## config.mk

```make
export PLATFORM = sky130hd
export DESIGN_NAME = stss_ctrl
export DESIGN_NICKNAME = d
export VERILOG_FILES = /design/src/rtl/stss_pkg.sv /design/src/rtl/stss_ctrl.sv
export SDC_FILE = /design/constraint.sdc
export NUM_CORES = 1
export LEC_CHECK = 0
export ABC_AREA = 1
export ABC_CLOCK_PERIOD_IN_PS = 1450
export BUFFER_PORTS_ARGS = -buffer_cell sky130_fd_sc_hd__clkbuf_2
export CORE_UTILIZATION = 54
export CTS_BUF_LIST = sky130_fd_sc_hd__clkbuf_8
export CTS_CLUSTER_DIAMETER = 120
export DETAILED_ROUTE_END_ITERATION = 10
export PLACE_DENSITY = 0.81
export REMOVE_ABC_BUFFERS = 1
export SLEW_MARGIN = 5
export SYNTH_ARGS = -nofsm -noshare
export SYNTH_HDL_FRONTEND = slang
export SYNTH_SLANG_ARGS = --single-unit
```

## constraint.sdc

```tcl
create_clock -name clk -period 1.45 [get_ports clk]
set_input_delay 0.145 -clock clk [delete_from_list [all_inputs] [get_ports clk]]
set_output_delay 0.145 -clock clk [all_outputs]
set_load 0.02 [all_outputs]
```

## src/rtl/stss_pkg.sv

```systemverilog
package stss_pkg;

    localparam int MAX_ENTRIES = 128;
    localparam int NAME_BYTES  = 256;

    localparam logic [1:0] MODE_APPEND  = 2'd0;
    localparam logic [1:0] MODE_LINEAR  = 2'd1;
    localparam logic [1:0] MODE_SORTED  = 2'd2;
    localparam logic [1:0] MODE_DISCARD = 2'd3;

    localparam logic [1:0] ST_ADDED     = 2'd0;
    localparam logic [1:0] ST_FULL      = 2'd1;
    localparam logic [1:0] ST_FOUND     = 2'd2;
    localparam logic [1:0] ST_NOT_FOUND = 2'd3;

    localparam int OP_W = 5;
    localparam logic [OP_W-1:0] OP_NONE     = 5'd0;
    localparam logic [OP_W-1:0] OP_TAKE     = 5'd1;
    localparam logic [OP_W-1:0] OP_APP_RD   = 5'd2;
    localparam logic [OP_W-1:0] OP_APP_WR   = 5'd3;
    localparam logic [OP_W-1:0] OP_APP_END  = 5'd4;
    localparam logic [OP_W-1:0] OP_FULL     = 5'd5;
    localparam logic [OP_W-1:0] OP_OUT_LOAD = 5'd6;
    localparam logic [OP_W-1:0] OP_PERM_RD  = 5'd7;
    localparam logic [OP_W-1:0] OP_LAT_PA   = 5'd8;
    localparam logic [OP_W-1:0] OP_QCMP_RD  = 5'd9;
    localparam logic [OP_W-1:0] OP_K_INC    = 5'd10;
    localparam logic [OP_W-1:0] OP_LIN_HIT  = 5'd11;
    localparam logic [OP_W-1:0] OP_I_INC    = 5'd12;
    localparam logic [OP_W-1:0] OP_NFND     = 5'd13;
    localparam logic [OP_W-1:0] OP_SRT_PASS = 5'd14;
    localparam logic [OP_W-1:0] OP_SRT_RB   = 5'd15;
    localparam logic [OP_W-1:0] OP_LAT_PB   = 5'd16;
    localparam logic [OP_W-1:0] OP_RCMP_RA  = 5'd17;
    localparam logic [OP_W-1:0] OP_RCMP_RB  = 5'd18;
    localparam logic [OP_W-1:0] OP_SWAP_A   = 5'd19;
    localparam logic [OP_W-1:0] OP_SWAP_B   = 5'd20;
    localparam logic [OP_W-1:0] OP_BIN_MID  = 5'd21;
    localparam logic [OP_W-1:0] OP_BIN_PRD  = 5'd22;
    localparam logic [OP_W-1:0] OP_BIN_HIT  = 5'd23;
    localparam logic [OP_W-1:0] OP_BIN_LT   = 5'd24;
    localparam logic [OP_W-1:0] OP_BIN_GT   = 5'd25;

    typedef struct packed {
        logic [1:0] mode;
        logic [7:0] char_byte;
    } in_item_t;

    typedef struct packed {
        logic [1:0] status;
        logic [6:0] slot_index;
        logic [7:0] entry_total;
        logic       truncated;
    } out_item_t;

    typedef struct packed {
        logic [OP_W-1:0] op;
    } cmd_t;

    typedef struct packed {
        logic       in_term;
        logic [1:0] in_mode;
        logic       full;
        logic       cnt_lt2;
        logic       i_end;
        logic       ip1_end;
        logic       bin_end;
        logic       swapped;
        logic       k_last;
        logic       q_stop;
        logic       qc_ne;
        logic       qc_gt;
        logic       qc_z;
        logic       rc_ne;
        logic       rc_gt;
        logic       rc_z;
        logic       out_free;
    } dp_status_t;

endpackage

```

## src/rtl/stss_ctrl.sv

```systemverilog
module stss_ctrl (
    input  logic                  clk,
    input  logic                  rst_n,
    input  logic                  in_valid,
    output logic                  in_ready,
    input  stss_pkg::dp_status_t  sts,
    output stss_pkg::cmd_t        cmd
);

    localparam logic [4:0] S_IDLE     = 5'd0;
    localparam logic [4:0] S_APP_RD   = 5'd1;
    localparam logic [4:0] S_APP_WR   = 5'd2;
    localparam logic [4:0] S_APP_END  = 5'd3;
    localparam logic [4:0] S_FULL     = 5'd4;
    localparam logic [4:0] S_OUT      = 5'd5;
    localparam logic [4:0] S_LIN_CHK  = 5'd6;
    localparam logic [4:0] S_PLAT     = 5'd7;
    localparam logic [4:0] S_QCMP_RD  = 5'd8;
    localparam logic [4:0] S_QCMP_EV  = 5'd9;
    localparam logic [4:0] S_SRT_CHK  = 5'd10;
    localparam logic [4:0] S_SRT_ITER = 5'd11;
    localparam logic [4:0] S_SRT_RB   = 5'd12;
    localparam logic [4:0] S_SRT_LB   = 5'd13;
    localparam logic [4:0] S_RCMP_RA  = 5'd14;
    localparam logic [4:0] S_RCMP_RB  = 5'd15;
    localparam logic [4:0] S_RCMP_EV  = 5'd16;
    localparam logic [4:0] S_SWAP_B   = 5'd17;
    localparam logic [4:0] S_BIN_CHK  = 5'd18;
    localparam logic [4:0] S_BIN_PRD  = 5'd19;

    logic [4:0] state_reg;
    logic [4:0] state_next;
    logic       bin_reg;
    logic       bin_next;
    logic       take;

    assign in_ready = (state_reg == S_IDLE);
    assign take     = in_valid && in_ready;

    always_comb
    begin
        state_next = state_reg;
        bin_next   = bin_reg;
        cmd.op     = stss_pkg::OP_NONE;
        case (state_reg)
            S_IDLE:
            begin
                if (take)
                begin
                    cmd.op = stss_pkg::OP_TAKE;
                    if (sts.in_term)
                    begin
                        bin_next = (sts.in_mode == stss_pkg::MODE_SORTED);
                        case (sts.in_mode)
                            stss_pkg::MODE_APPEND: state_next = sts.full ? S_FULL : S_APP_RD;
                            stss_pkg::MODE_LINEAR: state_next = S_LIN_CHK;
                            stss_pkg::MODE_SORTED: state_next = S_SRT_CHK;
                            default:               state_next = S_IDLE;
                        endcase
                    end
                end
            end
            S_APP_RD:
            begin
                cmd.op     = stss_pkg::OP_APP_RD;
                state_next = S_APP_WR;
            end
            S_APP_WR:
            begin
                cmd.op     = stss_pkg::OP_APP_WR;
                state_next = (sts.q_stop || sts.k_last) ? S_APP_END : S_APP_RD;
            end
            S_APP_END:
            begin
                cmd.op     = stss_pkg::OP_APP_END;
                state_next = S_OUT;
            end
            S_FULL:
            begin
                cmd.op     = stss_pkg::OP_FULL;
                state_next = S_OUT;
            end
            S_OUT:
            begin
                if (sts.out_free)
                begin
                    cmd.op     = stss_pkg::OP_OUT_LOAD;
                    state_next = S_IDLE;
                end
            end
            S_LIN_CHK:
            begin
                if (sts.i_end)
                begin
                    cmd.op     = stss_pkg::OP_NFND;
                    state_next = S_OUT;
                end
                else
                begin
                    cmd.op     = stss_pkg::OP_PERM_RD;
                    state_next = S_PLAT;
                end
            end
            S_PLAT:
            begin
                cmd.op     = stss_pkg::OP_LAT_PA;
                state_next = S_QCMP_RD;
            end
            S_QCMP_RD:
            begin
                cmd.op     = stss_pkg::OP_QCMP_RD;
                state_next = S_QCMP_EV;
            end
            S_QCMP_EV:
            begin
                if (!sts.qc_ne && (sts.qc_z || sts.k_last))
                begin
                    cmd.op     = bin_reg ? stss_pkg::OP_BIN_HIT : stss_pkg::OP_LIN_HIT;
                    state_next = S_OUT;
                end
                else if (sts.qc_ne)
                begin
                    if (bin_reg)
                    begin
                        cmd.op     = sts.qc_gt ? stss_pkg::OP_BIN_GT : stss_pkg::OP_BIN_LT;
                        state_next = S_BIN_CHK;
                    end
                    else
                    begin
                        cmd.op     = stss_pkg::OP_I_INC;
                        state_next = S_LIN_CHK;
                    end
                end
                else
                begin
                    cmd.op     = stss_pkg::OP_K_INC;
                    state_next = S_QCMP_RD;
                end
            end
            S_SRT_CHK:
            begin
                if (sts.cnt_lt2)
                begin
                    state_next = S_BIN_CHK;
                end
                else
                begin
                    cmd.op     = stss_pkg::OP_SRT_PASS;
                    state_next = S_SRT_ITER;
                end
            end
            S_SRT_ITER:
            begin
                if (sts.ip1_end)
                begin
                    if (sts.swapped)
                    begin
                        cmd.op = stss_pkg::OP_SRT_PASS;
                    end
                    else
                    begin
                        state_next = S_BIN_CHK;
                    end
                end
                else
                begin
                    cmd.op     = stss_pkg::OP_PERM_RD;
                    state_next = S_SRT_RB;
                end
            end
            S_SRT_RB:
            begin
                cmd.op     = stss_pkg::OP_SRT_RB;
                state_next = S_SRT_LB;
            end
            S_SRT_LB:
            begin
                cmd.op     = stss_pkg::OP_LAT_PB;
                state_next = S_RCMP_RA;
            end
            S_RCMP_RA:
            begin
                cmd.op     = stss_pkg::OP_RCMP_RA;
                state_next = S_RCMP_RB;
            end
            S_RCMP_RB:
            begin
                cmd.op     = stss_pkg::OP_RCMP_RB;
                state_next = S_RCMP_EV;
            end
            S_RCMP_EV:
            begin
                if (sts.rc_gt)
                begin
                    cmd.op     = stss_pkg::OP_SWAP_A;
                    state_next = S_SWAP_B;
                end
                else if (sts.rc_ne || sts.rc_z || sts.k_last)
                begin
                    cmd.op     = stss_pkg::OP_I_INC;
                    state_next = S_SRT_ITER;
                end
                else
                begin
                    cmd.op     = stss_pkg::OP_K_INC;
                    state_next = S_RCMP_RA;
                end
            end
            S_SWAP_B:
            begin
                cmd.op     = stss_pkg::OP_SWAP_B;
                state_next = S_SRT_ITER;
            end
            S_BIN_CHK:
            begin
                if (sts.bin_end)
                begin
                    cmd.op     = stss_pkg::OP_NFND;
                    state_next = S_OUT;
                end
                else
                begin
                    cmd.op     = stss_pkg::OP_BIN_MID;
                    state_next = S_BIN_PRD;
                end
            end
            S_BIN_PRD:
            begin
                cmd.op     = stss_pkg::OP_BIN_PRD;
                state_next = S_PLAT;
            end
            default:
            begin
                state_next = S_IDLE;
            end
        endcase
    end

    always_ff @(posedge clk or negedge rst_n)
    begin
        if (!rst_n)
        begin
            state_reg <= S_IDLE;
            bin_reg   <= 1'b0;
        end
        else
        begin
            state_reg <= state_next;
            bin_reg   <= bin_next;
        end
    end

endmodule

```

==> summary.md, run 1 <==
| Metric | Value |
|---|---|
| GP Congestion | `between 1 and 1.5` |
| Halt Stage | `clock tree synthesis (4_1_cts)` |
| Avg Inst Size Synth | `~5.4 um2` |
| Top cell type by total area after synthesis | `nand2_1` |
| Root buffer cell | `clkbuf_8` |
| Hold-fix buffers at CTS | `1` |
| Die Span Y | `45.5 um` |
| I/O pin count | `27` |
| Yosys cell types | `23` |
| PostCTS Resize Cnt | `63` |
| Die width | `between 40 and 50 um` |
| Flops & latches, synth | `6` |
| Clock Path Buffers | `2` |
| Initial core utilization | `58.6%` |
| First Err | `[ERROR DPL-0038] Utilization greater than 100%, impossible to legalize` |
| Postcts setup bufs | `11` |
| Primary FF master, synth | `dfrtp_1` |
| Top cells by area, synth | `nand2_1 21%, dfrtp_1 15%, nor2_1 11%` |
| # clock sinks | `6` |
| Post-synthesis sequential area ratio | `around 15%` |
| Synth warn | `0` |
| Mapped cell area | `~1000 um2` |
| Port bufs | `26` |
| Number of synthesized flops with an enable pin | `0` |
| Ys async rst share | `100%` |
| Rows | `15` |
| Status | `did not finish` |
| Synth Instances | `190` |
| Clock buffer count from CTS | `3` |
| H-Tree Level Count | `1` |
| Dpl hpwl | `3030 um` |
| Post-synth top area share | `a little over a fifth` |
per-stage QoR:
step                      area, um2  setup slack [ps]  TNS (ps)  instances  util [%]
after floorplan                1020             -70.8     -70.8        190         -
after global placement         1400              -118      -385        270      80.3
after detailed placement       1400              -124      -664        270      80.3
logic make-up after synthesis:
group           after synthesis  share of synthesized area (%)
flops                         6                           14.7
fa+ha+maj                     4                           4.90
buf+inv                      27                           9.91
simple gates                138                           62.2
compound gates               15                           8.32
synth_stat cells (3+ instances only):
cell / count
inv_1: 24
nor2_2: 8
inv_2: 3
nand4_1: 8
dfrtp_1: 6
nand3_1: 22
nor2_1: 30
nand2_1: 57
o21ai_0: 3
nor3_1: 3
a21oi_1: 7
ha_1: 4
==> run 2: changes to the inputs <==
--- a/config.mk
+++ b/config.mk
@@ -8,11 +8,10 @@
 export ABC_AREA = 1
 export ABC_CLOCK_PERIOD_IN_PS = 1450
 export BUFFER_PORTS_ARGS = -buffer_cell sky130_fd_sc_hd__clkbuf_2
-export CORE_UTILIZATION = 54
-export CTS_BUF_LIST = sky130_fd_sc_hd__clkbuf_8
-export CTS_CLUSTER_DIAMETER = 120
+export CORE_AREA = 2 2 63 65
 export DETAILED_ROUTE_END_ITERATION = 10
-export PLACE_DENSITY = 0.81
+export DIE_AREA = 0 0 65 67
+export PLACE_DENSITY_LB_ADDON = 0.15
 export REMOVE_ABC_BUFFERS = 1
 export SLEW_MARGIN = 5
 export SYNTH_ARGS = -nofsm -noshare
==> run 2 against run 1 <==
Net effect:
- the flow now finishes, with violations (setup timing)
- synthesized area unchanged
- synthesized cell count unchanged
==> summary.md, run 2 <==
| Metric | Value |
|---|---|
| Number of synthesized flops with an enable pin | `0` |
| Max-cap violations | `0` |
| Initial DRC Count | `73` |
| Clock buffer count from CTS | `3` |
| Worst-Skew Late Latency | `220 ps` |
| Initial core utilization | `between 20% and 30%` |
| Via count | `1519` |
| Dpl hpwl | `roughly 3200 um` |
| Largest net degree at the start of global routing | `8` |
| Core ar. | `~3600 um2` |
| GRT overflow | `0` |
| Min-delay worst type | `in2reg` |
| Primary FF master, synth | `dfrtp_1` |
| H-Tree Level Count | `1` |
| Share of layout cells above drive strength 1 | `49.4%` |
| Global-route wire length before repair | `between 6000 and 7000 um` |
| Most frequent cells in the layout | `50 x buf_4, 45 x nand2_1, 23 x nor2_1` |
| Final Max Tran Viols | `0` |
| Initial antenna violation count | `0` |
| Crit-path max FO | `4` |
| Vias in the first global route | `~1400` |
| Port bufs | `26` |
| Rows | `22` |
| Leakage power | `1.06 nW` |
| Top cells by area, synth | `nand2_1 21%, dfrtp_1 15%, nor2_1 11%` |
| Crit path launch | `state_reg[0]$_DFFE_PN0P_` |
| Final core utilization | `between 50 and 60%` |
| Post-synth top area share | `around a fifth` |
| Gr usage total | `between 10% and 20%` |
| Final hold vios | `0` |
| I/O pin count | `27` |
| Cell family with most CP delay | `simple AND/OR/NAND/NOR gates` |
| Setup TNS | `-1890 ps` |
| Syn-to-layout area delta | `83.5%` |
| Most common cell after layout, fill and taps aside | `buf_4` |
| Residual DRC | `0` |
| Mapped cell area | `1020 um2` |
| Multi-input logic area | `between 900 and 1000 um2` |
| Final ANT Viol Nets | `0` |
| DRT Pass-1 Iters | `4` |
| Rel. slew slack | `between 70% and 80%` |
| Register area | `approximately 160 um2` |
| Most common cell in the netlist | `nand2_1` |
| Reg2reg start | `state_reg[3]$_DFFE_PN0P_` |
| Die width | `approximately 65 um` |
| Fillers | `approximately 370` |
| Total Power | `3.22 mW` |
| Fin Clk Skew | `around 2.6 ps` |
| Crit-path slowest cell | `dfrtp_2` |
| GR peak layer | `met2` |
| Vias per std cell | `approximately 4.8` |
| Crit path DAT | `approximately 1600 ps` |
| CTS tree | `yes` |
| Die Span Y | `roughly 67 um` |
| Met2 usage | `35.4%` |
| GR Layer Usage met1 | `roughly a quarter` |
| Setup crit start kind | `flip-flop` |
| Min-delay src | `sts[17]` |
| Yosys cell types | `23` |
| N_diodes | `0` |
| Die ar. | `roughly 4400 um2` |
| VDD IR max | `between 800 and 900 uV` |
| Clock Path Buffers | `2` |
| Crit. End Element | `output pin` |
| RSZ-0062 raised after global routing | `yes` |
| Synth warn | `0` |
| # clock sinks | `6` |
| Max reg flops | `5` |
| Root buffer cell | `clkbuf_8` |
| Worst-Margin Slew | `around 420 ps` |
| Fin nets | `between 200 and 300` |
| Synth top cells by count | `57 x nand2_1, 30 x nor2_1, 24 x inv_1` |
| Minimum clock period after layout | `around 1800 ps` |
| Synth Instances | `between 150 and 200` |
| Period utilization | `122%` |
| Worst-path clk slew | `roughly 40 ps` |
| Crit path largest cell delay | `roughly 430 ps` |
| Flops & latches, synth | `6` |
| Fin cells | `roughly 320` |
| Req. time, crit path | `between 1000 and 1500 ps` |
| Detailed-route wire length | `~4200 um` |
| Final setup fails | `11` |
| GP Congestion | `0.941` |
| M3 GR Usage | `1.18%` |
| Routed len/inst | `~13 um` |
| Post-synthesis sequential area ratio | `between 10% and 20%` |
| Ys async rst share | `100%` |
| Fmax | `approximately 570 MHz` |
| Pwr/cell area | `approximately 1700 nW/um2` |
| Top cell type by total area after synthesis | `nand2_1` |
| Inst Count DP | `301` |
| Worst Setup Slack, final | `-317 ps` |
| Avg Inst Size Synth | `5.38 um2` |
| CP Class | `reg2out` |
| Crit path cell chain | `nor2_2, buf_4, buf_4, nand2_2, nand2_4, nor3_4, nand3_2, clkbuf_8` |
| Failing checks | `setup timing` |
| CP bufs+invs | `3` |
| Most used cell, CP | `buf_4` |
| Status | `finished with violations` |
-- run 2: cell counts after synthesis --
Identical to the previous run, type by type.
-- run 2: area by class of cell --
class,instances,share of cell area (%)
well taps,48,3.20
flip-flops and latches,6,8.34
multi-input cells,157,51.0
repair buffers,76,29.4
clock buffers,3,2.20
inverters,27,5.80
-- run 2: cells by family (layout without fill, tap and decap cells) --
group           after synthesis  in the layout  share of synthesized area, %
compound gates               15             15                          8.32
fa+ha+maj                     4              4                          4.90
buf+inv                      27            106                          9.91
flops                         6              6                          14.7
simple gates                138            138                          62.2
-- run 2: worst min-delay path, stage by stage --
cell      delay [ps]
clkbuf_2          90
nand3_1           90
a21oi_1           70
-- run 2: where the power goes --
group          switching [mW]  leakage (nW)  internal, mW
Clock                  0.0736        0.0216         0.178
Sequential              0.132        0.0694         0.247
Combinational            1.40         0.972          1.18
Total                    1.61          1.06          1.61
-- run 2: layer usage --
metal / share of wire (%) / up-vias / routed length (um)
li1: - / 774 / -
met1: 46 / 685 / 1930
met2: 49 / 52 / 2060
met3: 4.4 / 8 / 186
met4: 1.1 / 0 / 46
met5: 0 / - / 0
-- run 2: worst paths after layout --
check / end / slack, ps / cells past startpoint
max reg2reg: state_reg[3]$_DFFE_PN0P_ / -120 / 9
max: cmd[3] / -320 / 8
min reg2reg: bin_reg$_DFFE_PN0P_ / 720 / 2
max in group asynchronous: state_reg[1]$_DFFE_PN0P_ / 1000 / 2
min: bin_reg$_DFFE_PN0P_ / 210 / 3
min in group asynchronous: bin_reg$_DFFE_PN0P_ / 280 / 2
-- run 2: metrics by stage --
stage	instance area (um2)	setup slack, ps	hold WS [ps]
after global routing	1880	-379	230
final	1880	-317	207
after floorplan	1020	-70.8	-151
after global placement	1490	-216	-19.9
after detailed placement	1490	-184	-17.4
after CTS	1750	-285	205
-- run 2: what timing repair did --
item | in CTS | in global routing
endpoints found under the hold margin | 6 | 0
setup endpoints to repair | 11 | 12
pin swaps | 10 | 8
buffers inserted | 10 | 2
resized for setup | 37 | 36
hold buffers | 1 | 0
No activity file was read; power rests on OpenSTA's default activity.
==> run 3: changes to the inputs <==
--- a/config.mk
+++ b/config.mk
@@ -6,9 +6,10 @@
 export NUM_CORES = 1
 export LEC_CHECK = 0
 export ABC_AREA = 1
-export ABC_CLOCK_PERIOD_IN_PS = 1450
+export ABC_CLOCK_PERIOD_IN_PS = 2300
 export BUFFER_PORTS_ARGS = -buffer_cell sky130_fd_sc_hd__clkbuf_2
 export CORE_AREA = 2 2 63 65
+export CTS_CLUSTER_DIAMETER = 50
 export DETAILED_ROUTE_END_ITERATION = 10
 export DIE_AREA = 0 0 65 67
 export PLACE_DENSITY_LB_ADDON = 0.15
==> constraint.sdc (replaced) <==
create_clock -name clk -period 2.3 [get_ports clk]
set_input_delay 0.23 -clock clk [delete_from_list [all_inputs] [get_ports clk]]
set_output_delay 0.23 -clock clk [all_outputs]
set_load 0.005 [all_outputs]
==> run 3 against run 2 <==
Net effect:
- the flow now finishes without violations
- count of clock-buffer cells in the layout is the same
- flip-flop and latch count did not move
- clock power down 39%
- sequential power decreased by 43%
- total power is 62% lower
- first-iteration DRC count increased by 86%
- via count down 12%
- die area unchanged
- register-to-register slack improved by 850 ps
- non-clock buffer count is 49 lower
==> summary.md, run 3 (synthesis gave the netlist of run 2 again) <==
| Metric | Value |
|---|---|
| Status | `finished clean` |
| Share of layout cells above drive strength 1 | `21.4%` |
| Postcts setup bufs | `0` |
| Rel. slew slack | `68.7%` |
| Reg2reg path depth | `6` |
| Worst-path clk slew | `roughly 40 ps` |
| Reg2reg start | `state_reg[1]$_DFFE_PN0P_` |
| Port bufs | `26` |
| Crit path launch | `state_reg[2]$_DFFE_PN0P_` |
| Hold-fix buffers at CTS | `1` |
| Crit-path slowest cell | `dfrtp_1` |
| Final hold vios | `0` |
| Syn-to-layout area delta | `23.6%` |
| Worst slack at placement | `slightly below 600 ps` |
| Pwr/cell area | `between 900 and 1000 nW/um2` |
| Leakage power | `between 0.7 and 0.8 nW` |
| Fin Clk Skew | `approximately 0.42 ps` |
| Multi-input logic area | `approximately 770 um2` |
| Clock Path Buffers | `2` |
| CP Class | `reg2out` |
| Crit. End Element | `output pin` |
| Max-cap violations | `0` |
| DRT Pass-1 Iters | `4` |
| Crit path largest cell delay | `between 400 and 500 ps` |
| Req. time, crit path | `2070 ps` |
| GRT overflow | `0` |
| Core ar. | `between 3000 and 4000 um2` |
| Crit path DAT | `1750 ps` |
| H-Tree Level Count | `1` |
| Largest net degree at the start of global routing | `11` |
| Setup crit start kind | `flip-flop` |
| Register area | `approximately 150 um2` |
| CTS tree | `yes` |
| Die Span Y | `approximately 67 um` |
| Die width | `about 65 um` |
| Vias per std cell | `4.99` |
| Global-route wire length before repair | `about 5500 um` |
| Most used cell, CP | `nand2_1` |
| GP Congestion | `around 0.95` |
| Most common cell after layout, fill and taps aside | `nand2_1` |
| Fillers | `between 400 and 500` |
| Fin nets | `between 200 and 250` |
| Dpl hpwl | `between 2000 and 3000 um` |
| Vias in the first global route | `between 1000 and 1500` |
| Detailed-route wire length | `3410 um` |
| Final ANT Viol Nets | `0` |
| Routed len/inst | `between 10 and 15 um` |
| Min-delay worst type | `in2reg` |
| Fmax | `between 500 and 600 MHz` |
| Max reg flops | `5` |
| Initial DRC Count | `around 140` |
| R2R setup slack | `about 730 ps` |
| Total Power | `around 1.2 mW` |
| Setup TNS | `0 ps` |
| I/O pin count | `27` |
| Initial core utilization | `28.3%` |
| Initial antenna violation count | `0` |
| Final Max Tran Viols | `0` |
| CP bufs+invs | `1` |
| Minimum clock period after layout | `about 2000 ps` |
| PostCTS Resize Cnt | `0` |
| Die ar. | `about 4400 um2` |
| Worst-Margin Slew | `468 ps` |
| N_diodes | `0` |
| Crit-path max FO | `10` |
| Via count | `between 1000 and 1500` |
| Most frequent cells in the layout | `57 x nand2_1, 30 x nor2_1, 26 x clkbuf_2` |
| Period utilization | `86.2%` |
| Instance count on the critical path | `8` |
| VDD IR max | `a little over 400 uV` |
| # clock sinks | `6` |
| End of the critical path | `cmd[0]` |
| Final setup fails | `0` |
| Rows | `22` |
| RSZ-0062 raised after global routing | `no` |
| Worst Setup Slack, final | `roughly 320 ps` |
| Worst R2R End | `state_reg[0]$_DFFE_PN0P_` |
| Residual DRC | `0` |
| Gr usage total | `between 10% and 20%` |
| Worst-Skew Late Latency | `approximately 220 ps` |
| Clock buffer count from CTS | `3` |
| Cell family with most CP delay | `simple AND/OR/NAND/NOR gates` |
| Root buffer cell | `clkbuf_8` |
| Crit path cell chain | `nor2_4, nand2_1, nor2_2, nand2_1, nand2_1, nor2_1, nand4_1, clkbuf_2` |
## run 3: worst min path at each step
| stage | startpoint | endpoint | slack, ps | cells after the start |
|---|---|---|---|---|
| floorplan | rst_n | bin_reg$_DFFE_PN0P_ | -70 | 0 |
| global placement | rst_n | state_reg[0]$_DFFE_PN0P_ | 70 | 1 |
| detailed placement | rst_n | state_reg[0]$_DFFE_PN0P_ | 70 | 1 |
| CTS | sts[17] | bin_reg$_DFFE_PN0P_ | 300 | 3 |
| global route | sts[17] | bin_reg$_DFFE_PN0P_ | 320 | 3 |
| finish | sts[17] | bin_reg$_DFFE_PN0P_ | 300 | 3 |
## run 3: power by group
group | leakage, nW | internal (mW) | switching, mW
registers | 0.0763 | 0.150 | 0.0651
clock network | 0.0216 | 0.112 | 0.0420
logic | 0.652 | 0.293 | 0.574
total | 0.750 | 0.555 | 0.681
## run 3: final cells by class
| type | count | share of cell area [%] |
|---|---|---|
| Sequential cell | 6 | 11.9 |
| Inverter | 27 | 8.02 |
| Tap cell | 48 | 4.75 |
| Timing Repair Buffer | 27 | 11.1 |
| Multi-Input combinational cell | 157 | 61.0 |
| Clock buffer | 3 | 3.27 |
## run 3: tightest hold or removal path, stage by stage
cell and delay, ps:
clkbuf_2 90, nand3_1 90, a21oi_1 70
## run 3: per-layer routing
metal	share of wire, %	GRT usage (%)	vias to the layer above
li1	-	-	676
met1	45	21.1	609
met2	47	27.8	47
met3	6.7	2.53	4
met4	1.1	6.91	0
met5	0	0	-
## run 3: metrics by stage
| step | utilization, % | cell area, um2 | instances | hold slack, ps |
|---|---|---|---|---|
| CTS | 35.0 | 1260 | 268 | 298 |
| global route | 35.0 | 1260 | 268 | 320 |
| floorplan | - | 1020 | 190 | -65.6 |
| finish | 35.0 | 1260 | 268 | 304 |
| global placement | 33.6 | 1210 | 264 | 67.7 |
| detailed placement | 33.6 | 1210 | 264 | 65.2 |
